## config.mk

```make
export PLATFORM = sky130hd
export DESIGN_NAME = utf8_to_utf16_converter_unit
export DESIGN_NICKNAME = d
export VERILOG_FILES = /design/src/sv/utf8u16_pkg.sv /design/src/sv/utf8u16_assembler.sv /design/src/sv/utf8u16_decoder.sv /design/src/sv/utf8u16_unit_queue.sv /design/src/sv/utf8_to_utf16_converter_unit.sv
export SDC_FILE = /design/constraint.sdc
export NUM_CORES = 1
export LEC_CHECK = 0
export BUFFER_PORTS_ARGS = -buffer_cell sky130_fd_sc_hd__clkbuf_2
export CAP_MARGIN = 20
export CORE_ASPECT_RATIO = 0.9
export CORE_MARGIN = 3
export CORE_UTILIZATION = 61
export DETAILED_ROUTE_END_ITERATION = 6
export GPL_TIMING_DRIVEN = 0
export HOLD_SLACK_MARGIN = 0.06
export PLACE_DENSITY = 0.83
export RECOVER_POWER = 50
export SETUP_SLACK_MARGIN = 0.15
export SYNTH_ARGS = -nofsm -noshare
export SYNTH_HDL_FRONTEND = slang
export SYNTH_SLANG_ARGS = --single-unit
```

## constraint.sdc

```tcl
create_clock -name clk_i -period 5.3 [get_ports clk_i]
set_input_delay 0.265 -clock clk_i [delete_from_list [all_inputs] [get_ports clk_i]]
set_output_delay 0.265 -clock clk_i [all_outputs]
set_load 0.01 [all_outputs]
```

## src/sv/utf8u16_pkg.sv

```systemverilog
// ----------------------------------------------------------------------------
// utf8u16_pkg
// shared types, constants and decode helpers of the utf8 to utf16 converter
// ----------------------------------------------------------------------------
package utf8u16_pkg;

  localparam logic [15:0] ReplacementUnit = 16'hFFFD;
  localparam logic [15:0] HighSurrBase    = 16'hD800;
  localparam logic [15:0] LowSurrBase     = 16'hDC00;
  localparam logic [20:0] SupplementBase  = 21'h10000;
  localparam logic [15:0] LowTenMask      = 16'h03FF;
  localparam logic [7:0]  PayloadMask     = 8'h3F;

  // input word
  typedef struct packed {
    logic [7:0] in_byte;
    logic       end_of_text;
  } in_word_t;

  // output word
  typedef struct packed {
    logic [15:0] code_unit;
    logic        run_last;
  } out_word_t;

  // one closed run of 1 to 4 bytes
  typedef struct packed {
    logic [3:0][7:0] run_bytes;
    logic [2:0]      count;
    logic            whole;     // run holds the full length its lead asks for
  } run_t;

  // decoded units of one run, 1 to 3 of them
  typedef struct packed {
    logic [2:0][15:0] units;
    logic [1:0]       count;
  } decoded_t;

  function automatic logic [2:0] lead_length(input logic [7:0] c);
    logic [2:0] len;
    if (!c[7]) begin
      len = 3'd1;
    end else if (c[7:5] == 3'b110) begin
      len = 3'd2;
    end else if (c[7:4] == 4'b1110) begin
      len = 3'd3;
    end else if (c[7:3] == 5'b11110) begin
      len = 3'd4;
    end else begin
      len = 3'd1;
    end
    return len;
  endfunction

  // byte decoded on its own: ascii passes, anything else is replaced
  function automatic logic [15:0] single_unit(input logic [7:0] c);
    return c[7] ? ReplacementUnit : {8'h00, c};
  endfunction

  function automatic logic [5:0] payload(input logic [7:0] c);
    logic [7:0] m;
    m = c & PayloadMask;
    return m[5:0];
  endfunction

endpackage

```

## src/sv/utf8u16_assembler.sv

```systemverilog
// ----------------------------------------------------------------------------
// utf8u16_assembler
// collects lead and following bytes and closes a run into the run register
// ----------------------------------------------------------------------------
module utf8u16_assembler (
  input  logic                  clk_i,
  input  logic                  rst_ni,
  input  logic                  accept_i,
  input  utf8u16_pkg::in_word_t in_word_i,
  input  logic                  run_take_i,
  output logic                  run_valid_o,
  output utf8u16_pkg::run_t     run_o
);

  logic [2:0][7:0]   held_q;
  logic [1:0]        held_count_q;
  logic [2:0]        needed_q;
  logic              run_valid_q;
  utf8u16_pkg::run_t run_q;
  utf8u16_pkg::run_t run_d;
  logic [2:0]        need_now;
  logic [2:0]        count_now;
  logic              complete;

  assign need_now  = (held_count_q == 2'd0) ? utf8u16_pkg::lead_length(in_word_i.in_byte)
                                            : needed_q;
  assign count_now = {1'b0, held_count_q} + 3'd1;
  assign complete  = in_word_i.end_of_text || (count_now >= need_now);

  always_comb begin
    for (int i = 0; i < 3; i++) begin
      run_d.run_bytes[i] = (held_count_q == 2'(i)) ? in_word_i.in_byte : held_q[i];
    end
    run_d.run_bytes[3] = in_word_i.in_byte;
    run_d.count        = count_now;
    run_d.whole        = (count_now >= need_now);
  end

  always_ff @(posedge clk_i or negedge rst_ni) begin
    if (!rst_ni) begin
      held_count_q <= 2'd0;
      needed_q     <= 3'd0;
      run_valid_q  <= 1'b0;
    end else begin
      if (accept_i) begin
        if (complete) begin
          held_count_q <= 2'd0;
          needed_q     <= 3'd0;
        end else begin
          held_count_q <= count_now[1:0];
          needed_q     <= need_now;
        end
      end
      run_valid_q <= (run_valid_q && !run_take_i) || (accept_i && complete);
    end
  end

  always_ff @(posedge clk_i) begin
    if (accept_i && !complete) begin
      held_q[held_count_q] <= in_word_i.in_byte;
    end
    if (accept_i && complete) begin
      run_q <= run_d;
    end
  end

  assign run_valid_o = run_valid_q;
  assign run_o       = run_q;

endmodule

```

## src/sv/utf8u16_decoder.sv

```systemverilog
// ----------------------------------------------------------------------------
// utf8u16_decoder
// turns one closed run into its utf16 code units
// ----------------------------------------------------------------------------
module utf8u16_decoder (
  input  utf8u16_pkg::run_t     run_i,
  output utf8u16_pkg::decoded_t dec_o
);

  logic [3:0][7:0] b;
  logic [20:0]     cp;
  logic [20:0]     v;
  logic [2:0]      tail_len;

  assign b        = run_i.run_bytes;
  assign cp       = {b[0][2:0], utf8u16_pkg::payload(b[1]), utf8u16_pkg::payload(b[2]),
                     utf8u16_pkg::payload(b[3])};
  assign v        = cp - utf8u16_pkg::SupplementBase;
  assign tail_len = utf8u16_pkg::lead_length(b[1]);

  always_comb begin
    dec_o.units = {3{utf8u16_pkg::ReplacementUnit}};
    dec_o.count = 2'd1;
    case (run_i.count)
      3'd1: begin
        dec_o.units[0] = utf8u16_pkg::single_unit(b[0]);
      end
      3'd2: begin
        if (run_i.whole) begin
          dec_o.units[0] = {5'b0, b[0][4:0], utf8u16_pkg::payload(b[1])};
        end else begin
          // cut short: lead replaced, next byte alone
          dec_o.units[1] = utf8u16_pkg::single_unit(b[1]);
          dec_o.count    = 2'd2;
        end
      end
      3'd3: begin
        if (run_i.whole) begin
          dec_o.units[0] = {b[0][3:0], utf8u16_pkg::payload(b[1]),
                            utf8u16_pkg::payload(b[2])};
        end else if (tail_len == 3'd1) begin
          dec_o.units[1] = utf8u16_pkg::single_unit(b[1]);
          dec_o.units[2] = utf8u16_pkg::single_unit(b[2]);
          dec_o.count    = 2'd3;
        end else if (tail_len == 3'd2) begin
          // the two held followers form a two-byte sequence
          dec_o.units[1] = {5'b0, b[1][4:0], utf8u16_pkg::payload(b[2])};
          dec_o.count    = 2'd2;
        end else begin
          dec_o.units[2] = utf8u16_pkg::single_unit(b[2]);
          dec_o.count    = 2'd3;
        end
      end
      3'd4: begin
        if (cp >= utf8u16_pkg::SupplementBase) begin
          dec_o.units[0] = utf8u16_pkg::HighSurrBase + {5'b0, v[20:10]};
          dec_o.units[1] = utf8u16_pkg::LowSurrBase + (v[15:0] & utf8u16_pkg::LowTenMask);
          dec_o.count    = 2'd2;
        end else begin
          dec_o.units[0] = cp[15:0];
        end
      end
      default: begin
        dec_o.count = 2'd1;
      end
    endcase
  end

endmodule

```

## src/sv/utf8u16_unit_queue.sv

```systemverilog
// ----------------------------------------------------------------------------
// utf8u16_unit_queue
// result register holding the units of one run, sent out one per cycle while the output is not stalled
// ----------------------------------------------------------------------------
module utf8u16_unit_queue (
  input  logic                   clk_i,
  input  logic                   rst_ni,
  input  logic                   run_valid_i,
  input  utf8u16_pkg::decoded_t  dec_i,
  output logic                   run_take_o,
  output logic                   out_valid_o,
  input  logic                   out_stall_i,
  output utf8u16_pkg::out_word_t out_word_o
);

  logic [2:0][15:0] units_q;
  logic [1:0]       left_q;
  logic             take;
  logic             load;

  assign out_valid_o = (left_q != 2'd0);
  assign take        = out_valid_o && !out_stall_i;
  assign load        = run_valid_i && ((left_q == 2'd0) || ((left_q == 2'd1) && take));

  always_ff @(posedge clk_i or negedge rst_ni) begin
    if (!rst_ni) begin
      left_q <= 2'd0;
    end else if (load) begin
      left_q <= dec_i.count;
    end else if (take) begin
      left_q <= left_q - 2'd1;
    end
  end

  always_ff @(posedge clk_i) begin
    if (load) begin
      units_q <= dec_i.units;
    end else if (take) begin
      units_q <= {units_q[2], units_q[2], units_q[1]};
    end
  end

  assign run_take_o           = load;
  assign out_word_o.code_unit = units_q[0];
  assign out_word_o.run_last  = (left_q == 2'd1);

endmodule

```

## src/sv/utf8_to_utf16_converter_unit.sv

```systemverilog
// ----------------------------------------------------------------------------
// utf8_to_utf16_converter_unit
// streaming utf8 to utf16 transcoder, when not stalled one byte in, one code unit out per cycle
// ----------------------------------------------------------------------------
// The converter takes one byte of utf8 text per accepted word and returns
// utf16 code units, with run_last marking the final unit caused by a byte.
// Bytes that open or continue a sequence give no output; the byte that closes
// a sequence (or carries end_of_text) gives one to three units. A byte that
// closes a run is written into the run register, where it is decoded; its
// units then go into the result register of the unit queue, from which they
// leave one per cycle while the output is not stalled. Sustained rate is one
// byte per cycle as long as each closing byte yields a single unit and the
// output is not stalled; a run with n units holds the output until all n
// units are taken, and the input stalls only while the next closed run waits
// in the run register for the unit queue to drain. Following bytes are taken
// as 6-bit payload without checking their top bits, an invalid lead gives
// 0xFFFD, and text ending inside a sequence replaces the lead and decodes the
// held bytes after it alone or, where they form a two-byte sequence, as one.
// ----------------------------------------------------------------------------
module utf8_to_utf16_converter_unit (
  input  logic                   clk_i,
  input  logic                   rst_ni,
  // byte side
  input  logic                   in_valid_i,
  output logic                   in_stall_o,
  input  utf8u16_pkg::in_word_t  in_word_i,
  // code unit side
  output logic                   out_valid_o,
  input  logic                   out_stall_i,
  output utf8u16_pkg::out_word_t out_word_o
);

  utf8u16_pkg::run_t     run;
  utf8u16_pkg::decoded_t dec;
  logic                  run_valid;
  logic                  run_take;
  logic                  accept;

  // a closed run parked in the run register blocks new bytes until the
  // queue can take it (empty, or its last unit leaves this cycle)
  assign in_stall_o = run_valid && !run_take;
  assign accept     = in_valid_i && !in_stall_o;

  // sequence assembly and run register
  utf8u16_assembler u_assembler (
    .clk_i       (clk_i),
    .rst_ni      (rst_ni),
    .accept_i    (accept),
    .in_word_i   (in_word_i),
    .run_take_i  (run_take),
    .run_valid_o (run_valid),
    .run_o       (run)
  );

  // single-pass decode of the run register
  utf8u16_decoder u_decoder (
    .run_i (run),
    .dec_o (dec)
  );

  // result register, drains one unit per cycle while the output is not stalled
  utf8u16_unit_queue u_unit_queue (
    .clk_i       (clk_i),
    .rst_ni      (rst_ni),
    .run_valid_i (run_valid),
    .dec_i       (dec),
    .run_take_o  (run_take),
    .out_valid_o (out_valid_o),
    .out_stall_i (out_stall_i),
    .out_word_o  (out_word_o)
  );

endmodule

```

==> flow_summary.json <==
{
  "grt_max_degree": 23,
  "fin_nets": 537,
  "antennaDiodeCount": 0,
  "ir_worst_vdd_mv": 0.311,
  "final_cell_count_no_fill": 632,
  "wl_um": 13600,
  "grt_pass1_vias": 3869,
  "final.setup.tns_ns": 0,
  "p_sw_frac": 0.385,
  "internal_power_mw": 1.97,
  "cts.clk_slew.worst_paths_ns": 0.11,
  "violations": "capacitance limit, slew limit",
  "gp_congestion": 1.03,
  "ios": 32,
  "seq_power_share": 0.450,
  "die_h_um": 94.3,
  "ant_nets": 0,
  "syn-num-nets": 492,
  "clock_skew_ns": 0.0167,
  "wl_per_cell_um": 21.5,
  "yosysUniqueCellTypes": 51,
  "comb_power_share": 0.383,
  "num-fill-cells": 611,
  "r2r-end": "u_assembler.held_q[21]",
  "cts_setup_buffers": 0,
  "syn-cell-area_um2": 5280,
  "cp-end-kind": "register",
  "htree_num_levels": 3,
  "yosys_warnings": 0,
  "power.density_nw_per_um2": 552,
  "r2r_start": "u_assembler.held_count_q[0]",
  "crit_required_ns": 5.33,
  "worstHoldStart": "in_word_i[0]",
  "async_flop_share": 0.0777,
  "clockPowerShare": 0.167,
  "cp.arrival_ns": 3.69,
  "area_growth_pct": 9.69,
  "cap_violations": 1,
  "numCtsBuffers": 9,
  "p_sw_mw": 1.23,
  "worst_pin_slew_ns": 1.57,
  "max_slew_margin": -0.0556,
  "cts_tree": "built",
  "rows": 31,
  "clk_latency_ns": 0.38,
  "vias_per_cell": 6.32,
  "cp-start-kind": "register",
  "final-setup-viol-count": 0,
  "ys_ff_latch": 103,
  "p_leak_nw": 2.07,
  "grt_pass1_wl_um": 21200,
  "clock_path_buffers": 2,
  "synth-edff-count": 95,
  "cts_sinks": 103,
  "gr-total-overflow": 0,
  "r2r_slack_ns": 1.64,
  "drcViolationCount": 0,
  "power.total_mw": 3.20,
  "min_path_type": "input port to register",
  "setup.worst_path.class": "register to register",
  "reg2reg_depth": 10,
  "drive_gt1_frac": 0.143,
  "finalHoldViolCount": 0,
  "dieWidth_um": 104,
  "dp_hpwl_um": 9610,
  "grt_antenna_before_repair": 0,
  "port_buffers": 31,
  "fin_crit_ns": 3.66,
  "ys_seq_area_frac": 0.578,
  "synth-main-ff-cell": "edfxtp_1",
  "timing.fmax_mhz": 273,
  "maxSlewViolCount": 14,
  "syn_inst": 467,
  "status": "complete, but fails checks",
  "core_region_area_um2": 8220,
  "dp_cells": 615,
  "finalCritPeriodShare": 0.690,
  "syn_avg_cell_area_um2": 11.3,
  "crit_fanout": 10,
  "start_util": 0.642,
  "cts_root_buf": "clkbuf_8",
  "min_to": "u_assembler.run_valid_o",
  "grtUsageTotal": 0.288,
  "drt_iter0_markers": 370,
  "first_pass_iters": 5,
  "rsz0062_at_grt": "false",
  "whs_path_depth": 3,
  "route.vias.total": 3992,
  "die_area_um2": 9810
}
## layer usage
| metal | track usage | up-vias | share of wire |
|---|---|---|---|
| met4 | 0.114 | 0 | 0.036 |
| met1 | 0.366 | 1887 | 0.40 |
| met5 | 0 | - | 0 |
| met2 | 0.477 | 238 | 0.48 |
| met3 | 0.0763 | 44 | 0.089 |
| li1 | - | 1823 | - |
## synthesized netlist by cell type, drive strengths merged (2+ instances only)
| cell type | number | area, um^2 |
|---|---|---|
| nand2 | 34 | 128 |
| a21oi | 43 | 215 |
| a211oi | 6 | 45.0 |
| o21ai | 27 | 139 |
| nand2b | 6 | 37.5 |
| buf | 23 | 160 |
| and3 | 2 | 12.5 |
| o32a | 7 | 70.1 |
| dfrtp | 8 | 200 |
| o211ai | 2 | 15.0 |
| a221oi | 4 | 35.0 |
| nand3 | 7 | 35.0 |
| a32oi | 4 | 35.0 |
| nand3b | 2 | 15.0 |
| inv | 16 | 60.1 |
| nor3 | 8 | 45.0 |
| and2 | 4 | 25.0 |
| a21o | 10 | 75.1 |
| a22o | 2 | 17.5 |
| mux2 | 25 | 282 |
| o22ai | 4 | 25.0 |
| ha | 12 | 150 |
| or3b | 2 | 20.0 |
| nor4 | 5 | 31.3 |
| nor2b | 8 | 50.1 |
| clkbuf | 18 | 67.6 |
| nor2 | 52 | 198 |
| or4 | 2 | 18.8 |
| edfxtp | 95 | 2850 |
| a31oi | 12 | 75.1 |
| mux2i | 5 | 50.1 |
## power groups by stage
| stage | clock network, mW | logic [mW] | registers [mW] |
|---|---|---|---|
| floorplan | 0 | 0.875 | 1.39 |
| global placement | 0 | 1.18 | 1.46 |
| detailed placement | 0 | 1.24 | 1.45 |
| CTS | 0.539 | 1.25 | 1.43 |
| global route | 0.566 | 1.34 | 1.46 |
| finish | 0.535 | 1.22 | 1.44 |
## per-stage QoR
stage,utilization,setup slack [ns],instance area (um^2),hold WS [ns]
2_1_floorplan,-,1.57,5280,-0.0306
3_3_place_gp,0.679,0.972,5580,0.119
3_5_place_dp,0.683,1.74,5620,0.124
4_1_cts,0.711,1.69,5850,0.151
5_1_grt,0.705,1.36,5790,0.229
6_report,0.705,1.64,5790,0.225
## final cells by class
class                      instances  area [um^2]  area share
buffer                            41          228      0.0393
tap                              115          144      0.0248
multi-input combinational        306         1940       0.334
inverter                          17         63.8      0.0110
clock inverter                     7         95.1      0.0164
clock buffer                       9          124      0.0214
timing repair buffer              34          150      0.0259
sequential                       103         3050       0.527
## worst max path at each step
stage / start / endpoint / slack [ns] / cells after the start
6_report: u_assembler.held_count_q[0] / u_assembler.held_q[21] / 1.64 / 10
5_1_grt: u_assembler.held_count_q[0] / u_assembler.held_q[21] / 1.36 / 10
4_1_cts: u_assembler.held_count_q[0] / u_assembler.held_q[21] / 1.69 / 10
3_5_place_dp: u_assembler.held_count_q[0] / u_assembler.held_q[18] / 1.74 / 10
3_3_place_gp: u_unit_queue.left_q[0] / u_unit_queue.left_q[1] / 0.97 / 5
2_1_floorplan: u_assembler.held_count_q[0] / u_assembler.run_o[0] / 1.57 / 10
## sequential cells by signal, indices dropped and copies added, names as in the netlist
register / count
u_assembler.held_q: 24
u_assembler.run_valid_o: 1
u_assembler.run_o: 34
u_unit_queue.out_word_o: 16
u_assembler.needed_q: 3
u_unit_queue.left_q: 2
u_assembler.held_count_q: 2
u_unit_queue.units_q: 21
## cells in the final DEF, fill, tap and decap left out, types with 2 or more instances in the layout
master    synthesis  routed
and3_1            2       2
nor2_2            1       2
dfrtp_1           8       8
a21oi_1          43      43
mux2_2           25      24
buf_2             5       5
nor2_1           51      50
buf_4            16      16
a221oi_1          4       4
inv_6             0       2
nand2b_1          6       6
o32a_1            7       7
nor3_1            7       7
inv_8             0       2
nor2b_1           8       8
o22ai_1           4       4
nand3b_1          2       2
inv_1            16      16
a32oi_1           4       4
a31oi_1          12      12
nand3_1           7       7
o211ai_1          2       2
nor4_1            5       5
a21o_1           10      10
ha_1             12      12
mux2i_1           5       5
nand2_1          34      34
a211oi_1          6       6
clkbuf_8          0       9
clkbuf_2          0       4
clkbuf_1         18      46
o21ai_0          26      27
a22o_1            2       2
edfxtp_1         95      95
and2_1            4       4
## kinds of logic after synthesis
kind of cell	after synthesis	synth area share
simple gates	135	0.121
fa+ha+maj	12	0.0284
buf+inv	58	0.0552
xor+xnor	2	0.00332
flops	103	0.578
mux	30	0.0628
compound gates	127	0.151
## worst max-delay path, stage by stage, from the launching register on
cell and delay (ns):
dfrtp_1 0.46, inv_1 0.13, ha_1 0.26, clkbuf_1 0.46
a21oi_1 0.21, ha_1 0.34, nand2b_1 0.14, a21o_1 0.17
a21o_1 0.21, nor3_1 0.47, and2_1 0.47
## timing repair
| action | 4_1_cts | 5_1_grt |
|---|---|---|
| endpoints found under the hold margin | 8 | 0 |
| hold buffers | 1 | 0 |
| resized for setup | 0 | 0 |
Power figures use the tool's default switching activity.
